$ cat config.mk
export PLATFORM = sky130hd
export DESIGN_NAME = fix_tag_value_field_parser_flat
export DESIGN_NICKNAME = d
export VERILOG_FILES = /design/src/rtl/ftvp_pkg.sv /design/src/rtl/ftvp_if.sv /design/src/rtl/fix_tag_value_field_parser.sv /design/src/rtl/ftvp_digit_acc.sv /design/src/flat_wrapper.sv
export VERILOG_INCLUDE_DIRS = /design/src /design/src/rtl
export SDC_FILE = /design/constraint.sdc
export NUM_CORES = 1
export LEC_CHECK = 0
export BUFFER_PORTS_ARGS = -buffer_cell sky130_fd_sc_hd__buf_2
export CORE_UTILIZATION = 53
export DETAILED_ROUTE_END_ITERATION = 16
export GPL_ROUTABILITY_DRIVEN = 0
export PLACE_DENSITY = 0.71
export SETUP_SLACK_MARGIN = 0.02
export SLEW_MARGIN = 40
export SYNTH_ARGS = -nofsm -noshare
export SYNTH_HDL_FRONTEND = slang
export SYNTH_SLANG_ARGS = --single-unit
$ cat constraint.sdc
create_clock -name clk -period 6.6 [get_ports clk]
set_input_delay 0.33 -clock clk [delete_from_list [all_inputs] [get_ports clk]]
set_output_delay 0.33 -clock clk [all_outputs]
set_load 0.005 [all_outputs]
$ cat src/rtl/fix_tag_value_field_parser_defines.svh
// Assertion macros shared by the tag=value parser RTL.
// No dependencies; included by modules that carry concurrent checks.
`ifndef FIX_TAG_VALUE_FIELD_PARSER_DEFINES_SVH
`define FIX_TAG_VALUE_FIELD_PARSER_DEFINES_SVH
`ifndef ASSERT_OFF
// Plain clocked property, checked outside reset.
`define FTVP_ASSERT(lbl, clk, rst, prop, msg) \
  lbl: assert property (@(posedge clk) disable iff (rst) (prop)) else $error(msg);
// Implication from a trigger to a same-cycle consequence.
`define FTVP_ASSERT_IMPL(lbl, clk, rst, trig, cons, msg) \
  lbl: assert property (@(posedge clk) disable iff (rst) (trig) |-> (cons)) else $error(msg);
`else
`define FTVP_ASSERT(lbl, clk, rst, prop, msg)
`define FTVP_ASSERT_IMPL(lbl, clk, rst, trig, cons, msg)
`endif
`endif

$ cat src/rtl/ftvp_pkg.sv
// Shared types and constants for the FIX tag=value field parser.
// No dependencies; used by the interfaces and all RTL modules.
package ftvp_pkg;

  localparam int BYTE_W    = 8;
  localparam int NUM_W     = 24;
  localparam int NUM_REGS  = 4;
  localparam int REG_IDX_W = 2;
  localparam int PHASE_W   = 3;
  localparam int KIND_W    = 2;
  localparam int ERR_W     = 3;

  localparam logic [NUM_W-1:0]  NUM_MAX  = 24'hFF_FFFF;
  localparam logic [BYTE_W-1:0] SEP_CHAR = 8'h01;
  localparam logic [BYTE_W-1:0] EQ_CHAR  = 8'h3D;
  localparam logic [BYTE_W-1:0] DIGIT_LO = 8'h30;
  localparam logic [BYTE_W-1:0] DIGIT_HI = 8'h39;

  // parse phases; undefined codes behave as PH_TAG
  localparam logic [PHASE_W-1:0] PH_TAG   = 3'd0;
  localparam logic [PHASE_W-1:0] PH_VALUE = 3'd1;
  localparam logic [PHASE_W-1:0] PH_DATA  = 3'd2;
  localparam logic [PHASE_W-1:0] PH_SEP   = 3'd3;
  localparam logic [PHASE_W-1:0] PH_SKIP  = 3'd4;

  // result kinds
  localparam logic [KIND_W-1:0] KIND_NONE  = 2'd0;
  localparam logic [KIND_W-1:0] KIND_VALUE = 2'd1;
  localparam logic [KIND_W-1:0] KIND_FIELD = 2'd2;
  localparam logic [KIND_W-1:0] KIND_ERROR = 2'd3;

  // error codes
  localparam logic [ERR_W-1:0] ERR_NONE     = 3'd0;
  localparam logic [ERR_W-1:0] ERR_NO_EQ    = 3'd1;
  localparam logic [ERR_W-1:0] ERR_EQ_LAST  = 3'd2;
  localparam logic [ERR_W-1:0] ERR_NO_PRED  = 3'd3;
  localparam logic [ERR_W-1:0] ERR_NO_SEP   = 3'd4;

  // decimal accumulator: saturating number plus "stopped" flag
  typedef struct packed {
    logic             done;
    logic [NUM_W-1:0] value;
  } num_acc_t;

endpackage

$ cat src/rtl/ftvp_if.sv
// Channel interfaces for the parser: message bytes in, parse results out.
// Depends on ftvp_pkg for field widths.
interface ftvp_msg_if;
  logic                       valid;
  logic                       ready;
  logic [ftvp_pkg::BYTE_W-1:0] data_byte;
  logic                       last_byte;

  modport source (output valid, output data_byte, output last_byte, input ready);
  modport sink   (input valid, input data_byte, input last_byte, output ready);
endinterface

interface ftvp_field_if;
  logic                        valid;
  logic                        ready;
  logic [ftvp_pkg::KIND_W-1:0] kind;
  logic [ftvp_pkg::NUM_W-1:0]  result_tag;
  logic [ftvp_pkg::BYTE_W-1:0] value_byte;
  logic [ftvp_pkg::ERR_W-1:0]  error_code;
  logic                        message_end;

  modport source (output valid, output kind, output result_tag, output value_byte,
                  output error_code, output message_end, input ready);
  modport sink   (input valid, input kind, input result_tag, input value_byte,
                  input error_code, input message_end, output ready);
endinterface

$ cat src/rtl/fix_tag_value_field_parser.sv
// FIX tag=value field parser top level: one message byte per transfer, one result per byte.
// Depends on ftvp_pkg, ftvp_msg_if/ftvp_field_if, ftvp_digit_acc and the assertion header.
//
// Bytes enter an input register; one pass of parse logic then updates the parse state
// and loads the result register. Throughput is one byte per clock while the result side
// accepts: the whole per-byte update (one x10 digit accumulate, the data-tag compares and
// the phase step) is combinational, so each byte sees the state left by the byte before
// it. A byte passes the input register and then the result register. The input register
// takes a new byte while a finished result waits, so the input stalls only when both
// registers are full. The user must have data-tag registers written through
// write_en/reg_index/write_data only while the parser is idle; the block does not enforce
// this. Zero disables a register, and only the first NUM_DATA_TAGS registers are compared.
`include "fix_tag_value_field_parser_defines.svh"

module fix_tag_value_field_parser #(
  parameter int NUM_DATA_TAGS = 4
) (
  input  logic                           clk,
  input  logic                           rst,
  ftvp_msg_if.sink                       msg,
  ftvp_field_if.source                   field,
  input  logic                           write_en,
  input  logic [ftvp_pkg::REG_IDX_W-1:0] reg_index,
  input  logic [ftvp_pkg::NUM_W-1:0]     write_data
);

  localparam int NUM_CMP = (NUM_DATA_TAGS < ftvp_pkg::NUM_REGS) ? NUM_DATA_TAGS
                                                                : ftvp_pkg::NUM_REGS;

  // configuration registers
  logic [ftvp_pkg::NUM_W-1:0] data_tag [ftvp_pkg::NUM_REGS];

  always_ff @(posedge clk) begin
    if (rst) begin
      for (int i = 0; i < ftvp_pkg::NUM_REGS; i++) data_tag[i] <= '0;
    end else if (write_en) begin
      data_tag[reg_index] <= write_data;
    end
  end

  // input register
  logic                        s1_valid;
  logic [ftvp_pkg::BYTE_W-1:0] s1_byte;
  logic                        s1_last;
  logic                        s1_fire;
  logic                        out_valid;

  assign s1_fire   = s1_valid && (!out_valid || field.ready);
  assign msg.ready = !s1_valid || s1_fire;

  always_ff @(posedge clk) begin
    if (rst) begin
      s1_valid <= 1'b0;
    end else if (msg.ready) begin
      s1_valid <= msg.valid;
    end
  end

  always_ff @(posedge clk) begin
    if (msg.valid && msg.ready) begin
      s1_byte <= msg.data_byte;
      s1_last <= msg.last_byte;
    end
  end

  // parse state
  logic [ftvp_pkg::PHASE_W-1:0] phase, phase_next;
  ftvp_pkg::num_acc_t           tag_acc, tag_acc_next;
  ftvp_pkg::num_acc_t           val_acc, val_acc_next;
  logic [ftvp_pkg::NUM_W-1:0]   pred_value, pred_value_next;
  logic                         prev_seen, prev_seen_next;
  logic [ftvp_pkg::NUM_W-1:0]   remaining, remaining_next;

  // shared digit accumulator, fed by the tag or the value number
  ftvp_pkg::num_acc_t acc_in, acc_out;
  logic               in_value;

  assign in_value = (phase == ftvp_pkg::PH_VALUE) || (phase == ftvp_pkg::PH_DATA);
  assign acc_in   = in_value ? val_acc : tag_acc;

  ftvp_digit_acc u_digit (
    .acc       (acc_in),
    .data_byte (s1_byte),
    .acc_next  (acc_out)
  );

  // data-tag match on the current tag number
  logic tag_match;
  always_comb begin
    tag_match = 1'b0;
    for (int i = 0; i < NUM_CMP; i++) begin
      if ((data_tag[i] != '0) && (data_tag[i] == tag_acc.value)) tag_match = 1'b1;
    end
  end

  // per-byte step
  logic [ftvp_pkg::KIND_W-1:0] kind_next;
  logic [ftvp_pkg::ERR_W-1:0]  err_next;
  logic [ftvp_pkg::BYTE_W-1:0] vbyte_next;
  logic [ftvp_pkg::NUM_W-1:0]  tag_out_next;
  logic [ftvp_pkg::NUM_W-1:0]  rem_dec;

  assign rem_dec = remaining - 1'b1;

  always_comb begin
    phase_next      = phase;
    tag_acc_next    = tag_acc;
    val_acc_next    = val_acc;
    pred_value_next = pred_value;
    prev_seen_next  = prev_seen;
    remaining_next  = remaining;
    kind_next       = ftvp_pkg::KIND_NONE;
    err_next        = ftvp_pkg::ERR_NONE;
    vbyte_next      = '0;

    unique case (phase)
      ftvp_pkg::PH_VALUE: begin
        if (s1_byte == ftvp_pkg::SEP_CHAR) begin
          kind_next = ftvp_pkg::KIND_FIELD;
        end else begin
          kind_next    = ftvp_pkg::KIND_VALUE;
          vbyte_next   = s1_byte;
          val_acc_next = acc_out;
          if (s1_last) err_next = ftvp_pkg::ERR_NO_SEP;
        end
      end
      ftvp_pkg::PH_DATA: begin
        kind_next      = ftvp_pkg::KIND_VALUE;
        vbyte_next     = s1_byte;
        val_acc_next   = acc_out;
        remaining_next = rem_dec;
        if (rem_dec == '0) phase_next = ftvp_pkg::PH_SEP;
        if (s1_last) err_next = ftvp_pkg::ERR_NO_SEP;
      end
      ftvp_pkg::PH_SEP: begin
        if (s1_byte == ftvp_pkg::SEP_CHAR) kind_next = ftvp_pkg::KIND_FIELD;
        else                               err_next  = ftvp_pkg::ERR_NO_SEP;
      end
      ftvp_pkg::PH_SKIP: begin
      end
      default: begin
        if (s1_byte == ftvp_pkg::EQ_CHAR) begin
          val_acc_next = '0;
          if (s1_last) begin
            err_next = ftvp_pkg::ERR_EQ_LAST;
          end else if (tag_match) begin
            if (!prev_seen) begin
              err_next = ftvp_pkg::ERR_NO_PRED;
            end else begin
              remaining_next = pred_value;
              phase_next     = (pred_value != '0) ? ftvp_pkg::PH_DATA : ftvp_pkg::PH_SEP;
            end
          end else begin
            phase_next = ftvp_pkg::PH_VALUE;
          end
        end else begin
          tag_acc_next = acc_out;
          if (s1_last) err_next = ftvp_pkg::ERR_NO_EQ;
        end
      end
    endcase

    tag_out_next = tag_acc_next.value;

    // error or field completion
    if (err_next != ftvp_pkg::ERR_NONE) begin
      kind_next  = ftvp_pkg::KIND_ERROR;
      vbyte_next = '0;
      phase_next = ftvp_pkg::PH_SKIP;
    end else if (kind_next == ftvp_pkg::KIND_FIELD) begin
      pred_value_next = val_acc_next.value;
      prev_seen_next  = 1'b1;
      phase_next      = ftvp_pkg::PH_TAG;
      tag_acc_next    = '0;
    end

    // message end clears all parse state
    if (s1_last) begin
      phase_next      = ftvp_pkg::PH_TAG;
      tag_acc_next    = '0;
      val_acc_next    = '0;
      pred_value_next = '0;
      prev_seen_next  = 1'b0;
      remaining_next  = '0;
    end
  end

  always_ff @(posedge clk) begin
    if (rst) begin
      phase      <= ftvp_pkg::PH_TAG;
      tag_acc    <= '0;
      val_acc    <= '0;
      pred_value <= '0;
      prev_seen  <= 1'b0;
      remaining  <= '0;
    end else if (s1_fire) begin
      phase      <= phase_next;
      tag_acc    <= tag_acc_next;
      val_acc    <= val_acc_next;
      pred_value <= pred_value_next;
      prev_seen  <= prev_seen_next;
      remaining  <= remaining_next;
    end
  end

  // result register
  logic [ftvp_pkg::KIND_W-1:0] kind_q;
  logic [ftvp_pkg::NUM_W-1:0]  tag_q;
  logic [ftvp_pkg::BYTE_W-1:0] vbyte_q;
  logic [ftvp_pkg::ERR_W-1:0]  err_q;
  logic                        end_q;

  always_ff @(posedge clk) begin
    if (rst) begin
      out_valid <= 1'b0;
    end else if (s1_fire) begin
      out_valid <= 1'b1;
    end else if (field.ready) begin
      out_valid <= 1'b0;
    end
  end

  always_ff @(posedge clk) begin
    if (s1_fire) begin
      kind_q  <= kind_next;
      tag_q   <= tag_out_next;
      vbyte_q <= vbyte_next;
      err_q   <= err_next;
      end_q   <= s1_last;
    end
  end

  assign field.valid       = out_valid;
  assign field.kind        = kind_q;
  assign field.result_tag  = tag_q;
  assign field.value_byte  = vbyte_q;
  assign field.error_code  = err_q;
  assign field.message_end = end_q;

  // checks
  `FTVP_ASSERT_IMPL(a_err_code_on_error, clk, rst,
    out_valid && (kind_q == ftvp_pkg::KIND_ERROR), err_q != ftvp_pkg::ERR_NONE,
    "error result without error code")
  `FTVP_ASSERT_IMPL(a_no_code_otherwise, clk, rst,
    out_valid && (kind_q != ftvp_pkg::KIND_ERROR), err_q == ftvp_pkg::ERR_NONE,
    "error code on non-error result")
  `FTVP_ASSERT_IMPL(a_vbyte_only_value, clk, rst,
    out_valid && (kind_q != ftvp_pkg::KIND_VALUE), vbyte_q == '0,
    "value byte set on non-value result")
  `FTVP_ASSERT_IMPL(a_data_has_count, clk, rst,
    phase == ftvp_pkg::PH_DATA, remaining != '0,
    "data phase with zero bytes remaining")
  `FTVP_ASSERT(a_msg_end_clears, clk, rst,
    s1_fire && s1_last |=> (phase == ftvp_pkg::PH_TAG) && !prev_seen && (remaining == '0),
    "parse state not cleared after message end")

endmodule

$ cat src/rtl/ftvp_digit_acc.sv
// Saturating decimal digit accumulator: num*10 + digit, clamped to 24 bits.
// Depends on ftvp_pkg (num_acc_t, constants).
module ftvp_digit_acc (
  input  ftvp_pkg::num_acc_t          acc,
  input  logic [ftvp_pkg::BYTE_W-1:0] data_byte,
  output ftvp_pkg::num_acc_t          acc_next
);

  localparam int PROD_W = ftvp_pkg::NUM_W + 4;

  logic              is_digit;
  logic [3:0]        digit;
  logic [PROD_W-1:0] prod;

  assign is_digit = (data_byte >= ftvp_pkg::DIGIT_LO) && (data_byte <= ftvp_pkg::DIGIT_HI);
  assign digit    = data_byte[3:0];

  // x10 as shift-and-add
  assign prod = ({4'd0, acc.value} << 3) + ({4'd0, acc.value} << 1) + {{(PROD_W-4){1'b0}}, digit};

  always_comb begin
    acc_next = acc;
    if (!acc.done) begin
      if (is_digit) begin
        acc_next.value = (prod > {4'd0, ftvp_pkg::NUM_MAX}) ? ftvp_pkg::NUM_MAX
                                                            : prod[ftvp_pkg::NUM_W-1:0];
      end else begin
        acc_next.done = 1'b1;
      end
    end
  end

endmodule

$ cat src/flat_wrapper.sv
// flat-port wrapper written by rule: the top's interface ports become plain ports
module fix_tag_value_field_parser_flat 
#(
  parameter int NUM_DATA_TAGS = 4
)
  (clk, rst, write_en, reg_index, write_data, msg_valid, msg_data_byte, msg_last_byte, msg_ready, field_valid, field_kind, field_result_tag, field_value_byte, field_error_code, field_message_end, field_ready);
  ftvp_msg_if msg_i ();
  ftvp_field_if field_i ();
  input  logic clk;
  input  logic rst;
  input  logic write_en;
  input  logic [ftvp_pkg::REG_IDX_W-1:0] reg_index;
  input  logic [ftvp_pkg::NUM_W-1:0] write_data;
  input wire logic [$bits(msg_i.valid)-1:0] msg_valid;
  input wire logic [$bits(msg_i.data_byte)-1:0] msg_data_byte;
  input wire logic [$bits(msg_i.last_byte)-1:0] msg_last_byte;
  output wire logic [$bits(msg_i.ready)-1:0] msg_ready;
  output wire logic [$bits(field_i.valid)-1:0] field_valid;
  output wire logic [$bits(field_i.kind)-1:0] field_kind;
  output wire logic [$bits(field_i.result_tag)-1:0] field_result_tag;
  output wire logic [$bits(field_i.value_byte)-1:0] field_value_byte;
  output wire logic [$bits(field_i.error_code)-1:0] field_error_code;
  output wire logic [$bits(field_i.message_end)-1:0] field_message_end;
  input wire logic [$bits(field_i.ready)-1:0] field_ready;
  assign msg_i.valid = msg_valid;
  assign msg_i.data_byte = msg_data_byte;
  assign msg_i.last_byte = msg_last_byte;
  assign msg_ready = msg_i.ready;
  assign field_valid = field_i.valid;
  assign field_kind = field_i.kind;
  assign field_result_tag = field_i.result_tag;
  assign field_value_byte = field_i.value_byte;
  assign field_error_code = field_i.error_code;
  assign field_message_end = field_i.message_end;
  assign field_i.ready = field_ready;
  fix_tag_value_field_parser #(.NUM_DATA_TAGS(NUM_DATA_TAGS)) u_core (.clk(clk), .rst(rst), .msg(msg_i), .field(field_i), .write_en(write_en), .reg_index(reg_index), .write_data(write_data));
endmodule
==> metrics.md <==
| Metric | Value |
|---|---|
| Status | complete, no violations |
| Simple-gate area share of the yosys netlist | 0.216 |
| Ant diodes | 0 |
| CTS Buf Count | 27 |
| Fin. max-slew vios | 0 |
| Hpwl dp | 26200 microns |
| Most common library cells after synthesis | nand2_1 (156), edfxtp_1 (143), o21ai_0 (113), dfxtp_1 (104), and2_1 (100) |
| Vias/cell | 6.01 |
| CTS tree | done |
| Slew @ Worst Pin | 755 ps |
| Post-synth top flop | edfxtp_1 |
| Seq cells post-synth | 247 |
| Sequential-to-total area share from yosys stat | 0.469 |
| Post-Syn Area | 13600 sq um |
| # port buffers | 79 |
| Depth of the CTS H-tree | 1 |
| Upper clock frequency limit | around 190 MHz |
| Unrepaired setup endpoints after global routing | false |
| Top-Level Pins | 80 |
| Core footprint | approximately 25000 sq um |
| Antenna violations before repair | 0 |
| Initial DRC Count | 1027 |
| Hold_sp | msg_valid |
| CP Class | reg -> reg |
| First-pass GRT wire length | between 50000 and 60000 microns |
| Yosys top cell by area | edfxtp_1 |
| Slew HR | 0.495 |
| WHS Endpoint | u_core.s1_valid |
| Final instance area | 15200 sq um |
| Site Rows | 58 |
| Post-synthesis compound-gate area fraction | 0.125 |
| Setup violations, final | 0 |
| Worst min-delay path category | in -> reg |
| Setup TNS Final | 0 ps |
| Clk_lat worst skew | 540 ps |
| Post-Route Skew | 21.1 ps |
| Post_cts resized | 0 |
| Post-Synth Adder-Cell Area | 0.0466 |
| Initial Util | 0.540 |
| Vias in the first global route | between 10000 and 15000 |
| Largest net degree at the start of global routing | 52 |
| Dpl cell area | 14200 sq um |
| Area share of the largest cell type after synthesis | 0.316 |
| Netlist cell types | 69 |
| Share of cells above drive strength 1 | 0.129 |
| Largest family of logic cells by synthesized area | simple AND/OR/NAND/NOR gates |
| Worst Path Arrival | 5550 ps |
| ANT nets after route | 0 |
| Deepest clock path buffer count | 3 |
| DRC Markers | 0 |
| VDD IR max | 187 uV |
| Wirelength per Cell | 20.1 microns |
| CP Capture Type | register |
| Die Y | 162 microns |
| Critical path fanouts, max | 17 |
| Root buffer cell | clkbuf_16 |
| GRT Resource Usage Total | 0.278 |
| Worst-path clk slew | 60 ps |
| WP data required | 6860 ps |
| Vias post-DR | 10900 |
| PD cells | roughly 230 nW/um^2 |
| Syn Nets | 1507 |
| Mux cell area share after synthesis | 0.0217 |
| FF+latch area | 6380 sq um |
| Setup crit start kind | register |
| CP startpoint | u_core.phase[0] |
| Max-cap check violation count | 0 |
| P&R area growth vs syn | 11.8% |
| Post-synth EDFFs | 143 |
| Final wirelength | between 30000 and 40000 microns |
| FF-to-FF End | u_core.field.result_tag[6] |
| Die ar. | 26300 sq um |
| Static leakage | 5.87 nW |
| FF-to-FF Start | u_core.phase[0] |
| Die width | ~160 microns |
| Mapped Avg Cell Area | 9.59 sq um |
| Nets@finish | 1553 |
| Hold Path Cell Cnt | 3 |
| Gate count of the mapped netlist | 1417 |
| Xor and xnor area share after synthesis | 0.0883 |
| Synth top area cells | edfxtp_1 (32%), dfxtp_1 (15%), xor2_1 (5.4%), and2_1 (4.6%), ha_1 (4.5%) |
| # fillers | 2116 |
| Period minus WS final | 5290 ps |
| WHS | 49.0 ps |
| Area taken by multi-input logic gates | 6820 sq um |
| R2R depth | 17 |
| R2r setup slk | about 1300 ps |
| Yosys warns | 0 |
| Final hold vios | 0 |
| Total grt overflow | 0 |
| Tcrit/Tclk final | 0.801 |
| Post-synth ARST share | 0 |
| Post-layout util | 0.603 |
| CTS Sinks | 247 |
| DRT Pass-1 Iters | 5 |
| Most frequent cell after synthesis | nand2_1 |
## cell usage in the layout (no fill, tap or decap), types with 35 or more instances in the layout
cell      Yosys  routed
ha_1         49      49
dfxtp_1     104     104
o21ai_0     113     113
nor2_1       76      76
and2_1      100     100
nand2_1     156     156
a21oi_1      94      94
edfxtp_1    143     143
xnor2_1      53      53
nor4_1       55      55
nand3_1      35      35
buf_2        27      79
xor2_1       84      84
## area by class of cell
class                   instances  share of cell area
clock inverters                16              0.0101
clock buffers                  33              0.0473
multi-input cells            1063               0.449
repair buffers                109              0.0424
flip-flops and latches        247               0.420
well taps                     330              0.0272
inverters                      15             0.00371
## metrics by stage
| step | instances | power (mW) | setup slack [ps] |
|---|---|---|---|
| after detailed placement | 1754 | 1.98 | 1450 |
| after global placement | 1754 | 1.98 | 1610 |
| after global routing | 1813 | 3.54 | 910 |
| final | 1813 | 3.44 | 1310 |
| after CTS | 1812 | 3.46 | 1370 |
| after floorplan | 1417 | 1.89 | 1800 |
## logic make-up (layout without fill, tap and decap cells)
family          count (synthesis)  after routing
buf+inv                       107            173
fa+ha+maj                      50             50
mux                            27             27
xor+xnor                      137            137
simple gates                  560            560
flops                         247            247
compound gates                289            289
## worst max-delay path, stage by stage, from the launching register on
cell	delay (ps)
dfxtp_1	440
xnor2_1	130
nor2_2	150
buf_4	300
mux2i_1	510
xor2_1	130
ha_1	340
ha_1	320
a211oi_1	250
o21bai_1	140
a31oi_2	300
o21ai_0	260
a211oi_2	380
o21ba_2	210
o2111ai_2	350
buf_4	350
o21ai_0	340
o21ai_0	130
## report_power, final
part	total (mW)	leakage [nW]	switching, mW	internal (mW)
clock	1.48	0.427	0.626	0.857
sequential	1.75	2.22	0.0545	1.70
combinational	0.210	3.22	0.134	0.0768
## registers in the layout (all words and copies together) (netlist names)
name	flops
u_core.pred_value	24
u_core.tag_acc	25
u_core.remaining	24
u_core.field.value_byte	8
u_core.field.error_code	3
u_core.prev_seen	1
u_core.field.message_end	1
u_core.field.kind	2
u_core.field.result_tag	24
u_core.val_acc	25
u_core.field.valid	1
u_core.s1_last	1
u_core.s1_valid	1
u_core.data_tag	96
u_core.s1_byte	8
u_core.phase	3
## routing by layer
layer | global-route usage | vias to the layer above | share of wire
met2 | 0.428 | 471 | 0.45
met5 | 0 | - | 0
met3 | 0.0439 | 80 | 0.079
met4 | 0.0986 | 0 | 0.035
met1 | 0.396 | 5176 | 0.44
li1 | - | 5168 | -
## timing repair
item,in CTS,in global routing
hold buffers,9,0
endpoints found under the hold margin,9,0
setup endpoints to repair,0,0
buffers inserted,0,0
## worst max path at each step
stage | end | slack (ps)
after floorplan | u_core.field.result_tag[20] | 1800
after global placement | u_core.field.result_tag[20] | 1610
after detailed placement | u_core.field.result_tag[5] | 1450
after CTS | u_core.field.result_tag[6] | 1370
after global routing | u_core.field.result_tag[6] | 910
final | u_core.field.result_tag[6] | 1310
Note: power is estimated with default switching activity, not from simulation.
